**src/design/mnmp_pkg.sv**
```systemverilog
package mnmp_pkg;

  typedef enum logic [2:0] {
    MODE_IDLE    = 3'b001,
    MODE_COLLECT = 3'b010,
    MODE_DISCARD = 3'b100
  } parse_mode_e;

  localparam logic [1:0] KIND_NOTE_OFF   = 2'd0;
  localparam logic [1:0] KIND_NOTE_ON    = 2'd1;
  localparam logic [1:0] KIND_DATA_ERR   = 2'd2;
  localparam logic [1:0] KIND_STATUS_ERR = 2'd3;

  localparam logic [3:0] CMD_NOTE_OFF = 4'h8;
  localparam logic [3:0] CMD_NOTE_ON  = 4'h9;

  localparam logic [1:0] DATA_BYTES = 2'd2;

endpackage

```
**src/design/midi_note_message_parser.sv**
```systemverilog
// midi note-on / note-off parser, one midi byte per input word
// input channel: byte_in_i with byte_in_valid_i / byte_in_ready_o; bit 7 set marks
//   a status byte
// output channel: event_kind_o, channel_o, key_o, velocity_o with event_valid_o /
//   event_ready_i; kind 0 note off, 1 note on, 2 data byte where a status byte
//   was expected, 3 status byte inside a message (error words carry zero fields)
// a note word is registered when its velocity byte is accepted, an error
// word when the offending byte is; other bytes give no word
// throughput is one byte per cycle unless the output stalls; the parse state
// and the single output register both update in the cycle the byte is taken
// the output register holds a word until the receiver takes it; while it holds
// an untaken word and event_ready_i is low, byte_in_ready_o is low, so a stall
// costs exactly the cycles the receiver waits
// reset (rst_ni low, asynchronous) returns the parser to idle with nothing held
// and no output word pending
module midi_note_message_parser (
  input  logic       clk_i,
  input  logic       rst_ni,
  input  logic       byte_in_valid_i,
  output logic       byte_in_ready_o,
  input  logic [7:0] byte_in_i,
  output logic       event_valid_o,
  input  logic       event_ready_i,
  output logic [1:0] event_kind_o,
  output logic [3:0] channel_o,
  output logic [6:0] key_o,
  output logic [6:0] velocity_o
);

  mnmp_pkg::parse_mode_e mode_q, mode_d;
  logic       is_note_on_q, is_note_on_d;
  logic [3:0] held_channel_q, held_channel_d;
  logic [6:0] held_key_q, held_key_d;
  logic [1:0] data_count_q, data_count_d;

  logic       out_valid_q;
  logic [1:0] kind_q, kind_d;
  logic [3:0] chan_q, chan_d;
  logic [6:0] key_q, key_d;
  logic [6:0] vel_q, vel_d;

  logic       accept;
  logic       emit;
  logic       is_status;
  logic [3:0] cmd;
  logic [1:0] count_inc;

  assign byte_in_ready_o = !out_valid_q || event_ready_i;
  assign accept          = byte_in_valid_i && byte_in_ready_o;
  assign is_status       = byte_in_i[7];
  assign cmd             = byte_in_i[7:4];
  assign count_inc       = data_count_q + 2'd1;

  always_comb begin
    mode_d         = mode_q;
    is_note_on_d   = is_note_on_q;
    held_channel_d = held_channel_q;
    held_key_d     = held_key_q;
    data_count_d   = data_count_q;
    emit           = 1'b0;
    kind_d         = mnmp_pkg::KIND_NOTE_OFF;
    chan_d         = '0;
    key_d          = '0;
    vel_d          = '0;
    case (mode_q)
      mnmp_pkg::MODE_COLLECT: begin
        if (is_status) begin
          mode_d = mnmp_pkg::MODE_IDLE;
          emit   = 1'b1;
          kind_d = mnmp_pkg::KIND_STATUS_ERR;
        end else begin
          data_count_d = count_inc;
          if (count_inc == 2'd1) begin
            held_key_d = byte_in_i[6:0];
          end else if (count_inc >= mnmp_pkg::DATA_BYTES) begin
            mode_d = mnmp_pkg::MODE_IDLE;
            emit   = 1'b1;
            kind_d = is_note_on_q ? mnmp_pkg::KIND_NOTE_ON : mnmp_pkg::KIND_NOTE_OFF;
            chan_d = held_channel_q;
            key_d  = held_key_q;
            vel_d  = byte_in_i[6:0];
          end
        end
      end
      default: begin
        // idle, and discarding once a status byte turns up
        if (!is_status) begin
          if (mode_q != mnmp_pkg::MODE_DISCARD) begin
            mode_d = mnmp_pkg::MODE_IDLE;
            emit   = 1'b1;
            kind_d = mnmp_pkg::KIND_DATA_ERR;
          end
        end else begin
          held_channel_d = byte_in_i[3:0];
          if (cmd == mnmp_pkg::CMD_NOTE_OFF || cmd == mnmp_pkg::CMD_NOTE_ON) begin
            is_note_on_d = (cmd == mnmp_pkg::CMD_NOTE_ON);
            data_count_d = '0;
            mode_d       = mnmp_pkg::MODE_COLLECT;
          end else begin
            mode_d = mnmp_pkg::MODE_DISCARD;
          end
        end
      end
    endcase
  end

  always_ff @(posedge clk_i or negedge rst_ni) begin
    if (!rst_ni) begin
      mode_q         <= mnmp_pkg::MODE_IDLE;
      is_note_on_q   <= 1'b0;
      held_channel_q <= '0;
      held_key_q     <= '0;
      data_count_q   <= '0;
      out_valid_q    <= 1'b0;
    end else begin
      if (accept) begin
        mode_q         <= mode_d;
        is_note_on_q   <= is_note_on_d;
        held_channel_q <= held_channel_d;
        held_key_q     <= held_key_d;
        data_count_q   <= data_count_d;
        out_valid_q    <= emit;
      end else if (event_ready_i) begin
        out_valid_q <= 1'b0;
      end
    end
  end

  always_ff @(posedge clk_i) begin
    if (accept && emit) begin
      kind_q <= kind_d;
      chan_q <= chan_d;
      key_q  <= key_d;
      vel_q  <= vel_d;
    end
  end

  assign event_valid_o = out_valid_q;
  assign event_kind_o  = kind_q;
  assign channel_o     = chan_q;
  assign key_o         = key_q;
  assign velocity_o    = vel_q;

  a_data_in_idle_err: assert property (@(posedge clk_i) disable iff (!rst_ni)
    (accept && mode_q == mnmp_pkg::MODE_IDLE && !byte_in_i[7])
      |=> (event_valid_o && event_kind_o == mnmp_pkg::KIND_DATA_ERR))
    else $error("data byte in idle gave no error word");

  a_status_in_msg: assert property (@(posedge clk_i) disable iff (!rst_ni)
    (accept && mode_q == mnmp_pkg::MODE_COLLECT && byte_in_i[7])
      |=> (mode_q == mnmp_pkg::MODE_IDLE && event_valid_o
           && event_kind_o == mnmp_pkg::KIND_STATUS_ERR))
    else $error("status byte inside message not flagged");

  a_note_on_start: assert property (@(posedge clk_i) disable iff (!rst_ni)
    (accept && mode_q != mnmp_pkg::MODE_COLLECT && byte_in_i[7:4] == mnmp_pkg::CMD_NOTE_ON)
      |=> (mode_q == mnmp_pkg::MODE_COLLECT && is_note_on_q && data_count_q == 2'd0))
    else $error("note on status did not start collecting");

  a_err_fields_zero: assert property (@(posedge clk_i) disable iff (!rst_ni)
    (event_valid_o && event_kind_o[1])
      |-> (channel_o == 4'd0 && key_o == 7'd0 && velocity_o == 7'd0))
    else $error("error word carries non-zero fields");

endmodule
```
**config.mk**
```make
export PLATFORM = sky130hd
export DESIGN_NAME = midi_note_message_parser
export DESIGN_NICKNAME = d
export VERILOG_FILES = /design/src/design/mnmp_pkg.sv /design/src/design/midi_note_message_parser.sv
export SDC_FILE = /design/constraint.sdc
export NUM_CORES = 1
export LEC_CHECK = 0
export BUFFER_PORTS_ARGS = -buffer_cell sky130_fd_sc_hd__buf_2
export CAP_MARGIN = 20
export CORE_ASPECT_RATIO = 1.75
export CORE_UTILIZATION = 57
export DETAILED_ROUTE_END_ITERATION = 7
export GPL_ROUTABILITY_DRIVEN = 0
export PLACE_DENSITY_LB_ADDON = 0.1
export SLEW_MARGIN = 20
export SYNTH_ARGS = -nofsm -noshare
export SYNTH_HDL_FRONTEND = slang
export SYNTH_SLANG_ARGS = --single-unit
```
**constraint.sdc**
```tcl
create_clock -name clk_i -period 7.36 [get_ports clk_i]
set_clock_uncertainty 0.15 [all_clocks]
set_input_delay 0.368 -clock clk_i [delete_from_list [all_inputs] [get_ports clk_i]]
set_output_delay 0.368 -clock clk_i [all_outputs]
set_load 0.01 [all_outputs]
```
==> results of run 1 <==
## critical path, delay by kind of cell (launching register included)
kind          cells  cell delay [ns]
buf+inv           1             0.13
simple gates      3             1.40
flops             1             0.42
## power by group
part	internal (mW)	total, mW	switching (mW)	leakage [nW]
registers	0.274	0.301	0.0277	0.416
logic	0.0493	0.0999	0.0506	0.363
clock network	0.0762	0.137	0.0612	0.0455
total	0.399	0.539	0.139	0.824
## state kept, by name (all words and copies together), names as in the netlist
register	count
velocity_o	7
channel_o	4
held_channel_q	4
mode_q	3
event_kind_o	2
data_count_q	2
held_key_q	7
event_valid_o	1
key_o	7
is_note_on_q	1
## layout by cell type (no fill, tap or decap), drive strengths merged, types with 2 or more instances in the layout
cell     n
a21oi    4
and2    18
buf     34
clkbuf   8
dfrtp   17
edfxtp  20
inv      5
mux2    12
nand2    3
nand2b   2
nand4    2
nor2     7
nor2b    2
nor3     4
o21ai    3
o22ai    2
or3b     2
## synthesized netlist by cell type, drive strengths merged
| cell | n |
|---|---|
| dfrtp | 17 |
| buf | 1 |
| o21a | 1 |
| nand2 | 3 |
| edfxtp | 20 |
| inv | 5 |
| a31oi | 1 |
| a221o | 1 |
| mux2 | 12 |
| clkbuf | 4 |
| nor2b | 2 |
| o21ai | 3 |
| nand4 | 2 |
| a221oi | 1 |
| nor4 | 1 |
| o31ai | 1 |
| and2 | 18 |
| a211oi | 1 |
| a211o | 1 |
| nand3b | 1 |
| dfstp | 1 |
| ha | 1 |
| a2111oi | 1 |
| o22ai | 2 |
| o22a | 1 |
| nor3 | 4 |
| nand2b | 2 |
| a21oi | 4 |
| or4 | 1 |
| or3b | 2 |
| nand3 | 1 |
| nor2 | 7 |
## routing by layer
| metal | vias to the layer above | part of all wire |
|---|---|---|
| met5 | - | 0 |
| met4 | 0 | 0.029 |
| met3 | 7 | 0.041 |
| met2 | 43 | 0.57 |
| met1 | 493 | 0.36 |
| li1 | 512 | - |
## worst max-delay path by stage
stage | startpoint | endpoint | slack (ns) | depth (start not counted)
2_1_floorplan | event_valid_o | channel_o[0] | 4.45 | 4
3_3_place_gp | byte_in_i[7] | velocity_o[2] | 5.14 | 4
3_5_place_dp | byte_in_i[7] | key_o[4] | 5.05 | 4
4_1_cts | mode_q[1] | key_o[4] | 5.09 | 4
5_1_grt | mode_q[1] | channel_o[0] | 4.89 | 4
6_report | mode_q[1] | channel_o[0] | 5.12 | 4
## cell families after synthesis
| kind of cell | Yosys count |
|---|---|
| and+or+nand+nor | 44 |
| buffers and inverters | 10 |
| muxes | 12 |
| adders and majority gates | 1 |
| AOI/OAI and AO/OA | 18 |
| DFF | 38 |
## cell type report
class	count	area share
Sequential cell	38	0.548
Multi-Input combinational cell	75	0.283
Timing Repair Buffer	35	0.0951
Clock buffer	8	0.0469
Tap cell	27	0.0176
Inverter	5	0.00977
## what timing repair did
item,in CTS,in global routing
hold buffers,1,0
setup buffers,0,0
setup endpoints to repair,0,0
endpoints found under the hold margin,17,0
## stage by stage
| stage | cells | worst slack (ns) |
|---|---|---|
| 2_1_floorplan | 123 | 4.45 |
| 3_3_place_gp | 179 | 5.14 |
| 3_5_place_dp | 179 | 5.05 |
| 4_1_cts | 188 | 5.09 |
| 5_1_grt | 188 | 4.89 |
| 6_report | 188 | 5.12 |
==> impl_metrics.toml, run 1 <==
[status]
status = "completed"

[timing]
post-route-min-period_ns = 2.24
relSlewSlack = 0.501
whs_ns = 0.204
setup_viol = 0
slew_viol_final = 0
worst_slew_pin_slew_ns = 0.747
fin_crit_sh = 0.304
rsz0062_at_grt = "false"
hold_viol_final = 0
fmax_ghz = 0.447
setup_tns_ns = 0

[clock_tree]
cts_tree = "yes"
clockRootBuffer = "clkbuf_8"
cts_buffers = 5
ctsHtreeMaxLevel = 2
cts_sinks = 38
cts_resized = 0
path_clk_slew_ns = 0.06
cts_buffer_depth = 2
clkLatencyLatePin_ns = 0.27

[critical_path]
max_stage_delay_ns = 0.61
worst_ep_required_time_ns = 7.35
end_kind = "flop"
cp.arrival_ns = 2.23
rr_worst_depth = 4
critPathKind = "flop to flop"
cp-start-kind = "flop"
r2r-start = "mode_q[1]"
cp_cell_sequence = "inv_1 -> or4_1 -> nor2b_1 -> and2_1"
regToRegSetupSlack_ns = 5.12
reg2reg_to = "channel_o[0]"
cp_slowest_cell = "nor2b_1"
crit_fanout = 18

[global_routing]
grt_use_total = 0.203
grt_use_met3 = 0.0619
grt_pass1_vias = 1016
antenna_found_initial = 0
grt_pass1_wl_um = 4380
met1_usage = 0.181
grt_overflow = 0
grt_use_met2 = 0.379
top_usage_layer = "met2"
grt_max_degree = 21

[synthesis]
synthAdderAreaFrac = 0.00765
ys_types = 32
synth_compound_area_frac = 0.0742
ys_warn_count = 0
syn_inst = 123
synthMuxAreaShare = 0.0826
synth_area_per_cell_um2 = 13.3
synth_top_family_by_area = "simple AND/OR/NAND/NOR gates"
synth_area_leaders = "edfxtp_1 37%, dfrtp_1 26%, mux2_2 8.3%"
synth.net_count = 136
synth.largest_area_cell = "edfxtp_1"
synth_top_area_share = 0.367
ys_ff_latch = 38
ys_seq_area_frac = 0.643
syn_area_mm2 = 0.00164
synth_simple_gate_area_share = 0.164
yosys.area_share.xor_xnor = 0

[min_path]
holdPathEnd = "held_key_q[4]"
hold_path.class = "primary input to flop"
hold_depth = 2
hold_start = "byte_in_i[4]"

[floorplanning]
ios = 34
start_util = 0.601
rows = 25
die-area_mm2 = 0.00310
design.core.area_mm2 = 0.00272
die_width_um = 42.5
fp.dieH_um = 72.9

[cells_and_area]
seqCellArea_mm2 = 0.00105
final_util = 0.706
diodes = 0
drive_gt1_frac = 0.354
syn_to_final_growth_pct = 17.4
design_area_mm2 = 0.00192
nNetsFinal = 173
nFillCells = 206
multi_input_area_um2 = 543

[drt]
num_vias = 1055
drc = 0
routedWlPerCell_um = 14.1
routed_wl_um = 2660
postRouteAntennaNets = 0
drtIter0Drc = 17
viasPerCell = 5.61
drt_pass1_iterations = 4

[placement]
post-dp-hpwl_um = 2040
port_buffers = 33
placed_area_mm2 = 0.00182

[power_and_ir_drop]
p_total_mw = 0.539
peakVddDrop_uv = 217
pwr_density_cell_mw_per_mm2 = 280
p_leak_nw = 0.824

[job]
maxCapViolCount = 0
No activity file was read; power rests on OpenSTA's default activity.
==> run 2, diff against run 1 <==
--- a/config.mk
+++ b/config.mk
@@ -8,7 +8,7 @@
 export BUFFER_PORTS_ARGS = -buffer_cell sky130_fd_sc_hd__buf_2
 export CAP_MARGIN = 20
 export CORE_ASPECT_RATIO = 1.75
-export CORE_UTILIZATION = 57
+export CORE_UTILIZATION = 53
 export DETAILED_ROUTE_END_ITERATION = 7
 export GPL_ROUTABILITY_DRIVEN = 0
 export PLACE_DENSITY_LB_ADDON = 0.1
==> constraint.sdc (replaced) <==
create_clock -name clk_i -period 2.3 [get_ports clk_i]
set_clock_uncertainty 0.15 [all_clocks]
set_input_delay 0.115 -clock clk_i [delete_from_list [all_inputs] [get_ports clk_i]]
set_output_delay 0.115 -clock clk_i [all_outputs]
set_load 0.01 [all_outputs]
==> run 2 against run 1 <==
The run now ends with design-rule violations left. Utilization is 1.6 points lower. Sequential power grew to 3.2 times the previous value. Clock power grew to 3.1 times the previous value. Die area is 7.3% higher. Worst hold slack worse by 0.12 ns. Sequential cell count stayed put. First-iteration DRC count is 65% higher. Critical path depth stayed put. Worst setup slack worse by 4.9 ns.
==> impl_metrics.toml, run 2 (same netlist as run 1, synthesis figures left out) <==
[clock_tree]
cts_buffer_depth = 2
path_clk_slew_ns = 0.07
cts_sinks = 38
clockRootBuffer = "clkbuf_8"
cts_tree = "yes"
clkLatencyLatePin_ns = 0.28
cts_setup_buffers = 0
cts_resized = 0
ctsHtreeMaxLevel = 2
cts_buffers = 5
postCtsHoldBufs = 9

[timing]
whs_ns = 0.0789
fin_crit_sh = 0.917
setup_viol = 0
rsz0062_at_grt = "false"
relSlewSlack = 0.669
post-route-min-period_ns = 2.11
hold_viol_final = 0
fmax_ghz = 0.474
worst_slew_pin_slew_ns = 0.483
setup_tns_ns = 0
fin_ws_ns = 0.190
slew_viol_final = 0

[cells_and_area]
design_area_mm2 = 0.00202
final_common_cell = "buf_2"
finalNonFillerCells = 199
final_cell_mix = "33 x buf_2, 20 x edfxtp_1, 18 x and2_1"
nNetsFinal = 183
syn_to_final_growth_pct = 23.6
diodes = 0
multi_input_area_um2 = 543
seqCellArea_mm2 = 0.00105
final_util = 0.690
nFillCells = 225
drive_gt1_frac = 0.345

[critical_path]
cp-start-kind = "flop"
worst_ep_required_time_ns = 2.31
reg2reg_to = "held_key_q[1]"
rr_worst_depth = 4
critPathKind = "flop to flop"
crit_fanout = 8
r2r-start = "mode_q[2]"
regToRegSetupSlack_ns = 0.19
end_kind = "flop"
cp.arrival_ns = 2.12

[placement]
port_buffers = 33
placed_area_mm2 = 0.00185
dpl.cell_count = 182
post-dp-hpwl_um = 2160
dp_slack_ns = 0.196

[min_path]
hold_start = "byte_in_i[7]"
hold_path.class = "primary input to flop"
holdPathEnd = "data_count_q[1]"
hold_depth = 2

[power_and_ir_drop]
peakVddDrop_uv = 503
pwr_density_cell_mw_per_mm2 = 858
p_leak_nw = 0.868
p_total_mw = 1.73

[global_routing]
grt_max_degree = 19
antenna_found_initial = 0
grt_overflow = 0
grt_pass1_vias = 1027
grt_pass1_wl_um = 4460
grt_use_total = 0.191

[drt]
drt_pass1_iterations = 8
drc = 3
postRouteAntennaNets = 0
routed_wl_um = 2870
dr_wl_met3_um = 108
dr.max_layer_used = "met4"
viasPerCell = 5.51
routedWlPerCell_um = 14.4
route.met2.wl_um = 1640
num_vias = 1097
drtIter0Drc = 28
wl_met1_um = 1080

[status]
status = "complete, but fails checks"
violations = "design-rule violations"

[floorplanning]
die_width_um = 44.0
die-area_mm2 = 0.00332
start_util = 0.559
fp.dieH_um = 75.5
rows = 26
design.core.area_mm2 = 0.00293
ios = 34

[job]
maxCapViolCount = 0
==> run 2: cell count changes in the layout (fill, tap and decap cells not counted), sizes merged <==
cell	previous run	this run
clkinv	0	2
clkbuf	8	6
dlygate4sd3	1	9
buf	34	36
==> run 2: critical path, stage by stage, from the launching register on <==
cell and delay (ns):
dfrtp_1 0.45, or3b_4 0.43, or3b_4 0.42, nand3b_4 0.24, mux2_2 0.30
==> run 2: layer usage <==
layer,vias to the layer above,track usage
li1,543,-
met1,513,0.183
met2,37,0.375
met3,4,0.0379
met4,0,0.0909
met5,-,0
==> run 2: area by class of cell <==
cell class | count | area share
sequential | 38 | 0.521
inverter | 5 | 0.00929
multi-input combinational | 75 | 0.269
tap | 28 | 0.0173
clock inverter | 2 | 0.00433
timing repair buffer | 45 | 0.144
clock buffer | 6 | 0.0359
==> run 2: where the power goes <==
group	switching, mW	total [mW]	internal (mW)
registers	0.0824	0.958	0.875
logic	0.175	0.358	0.183
clock network	0.210	0.418	0.208
total	0.467	1.73	1.27
==> run 2: worst max path at each step <==
stage	cells past startpoint	startpoint	slack, ns	endpoint
after global routing	4	mode_q[2]	0.12	held_key_q[2]
final	4	mode_q[2]	0.19	held_key_q[1]
after detailed placement	4	mode_q[2]	0.20	held_key_q[2]
after CTS	4	mode_q[2]	0.19	held_key_q[2]
after global placement	4	mode_q[2]	0.21	held_key_q[2]
after floorplan	4	event_valid_o	0.00004	channel_o[0]
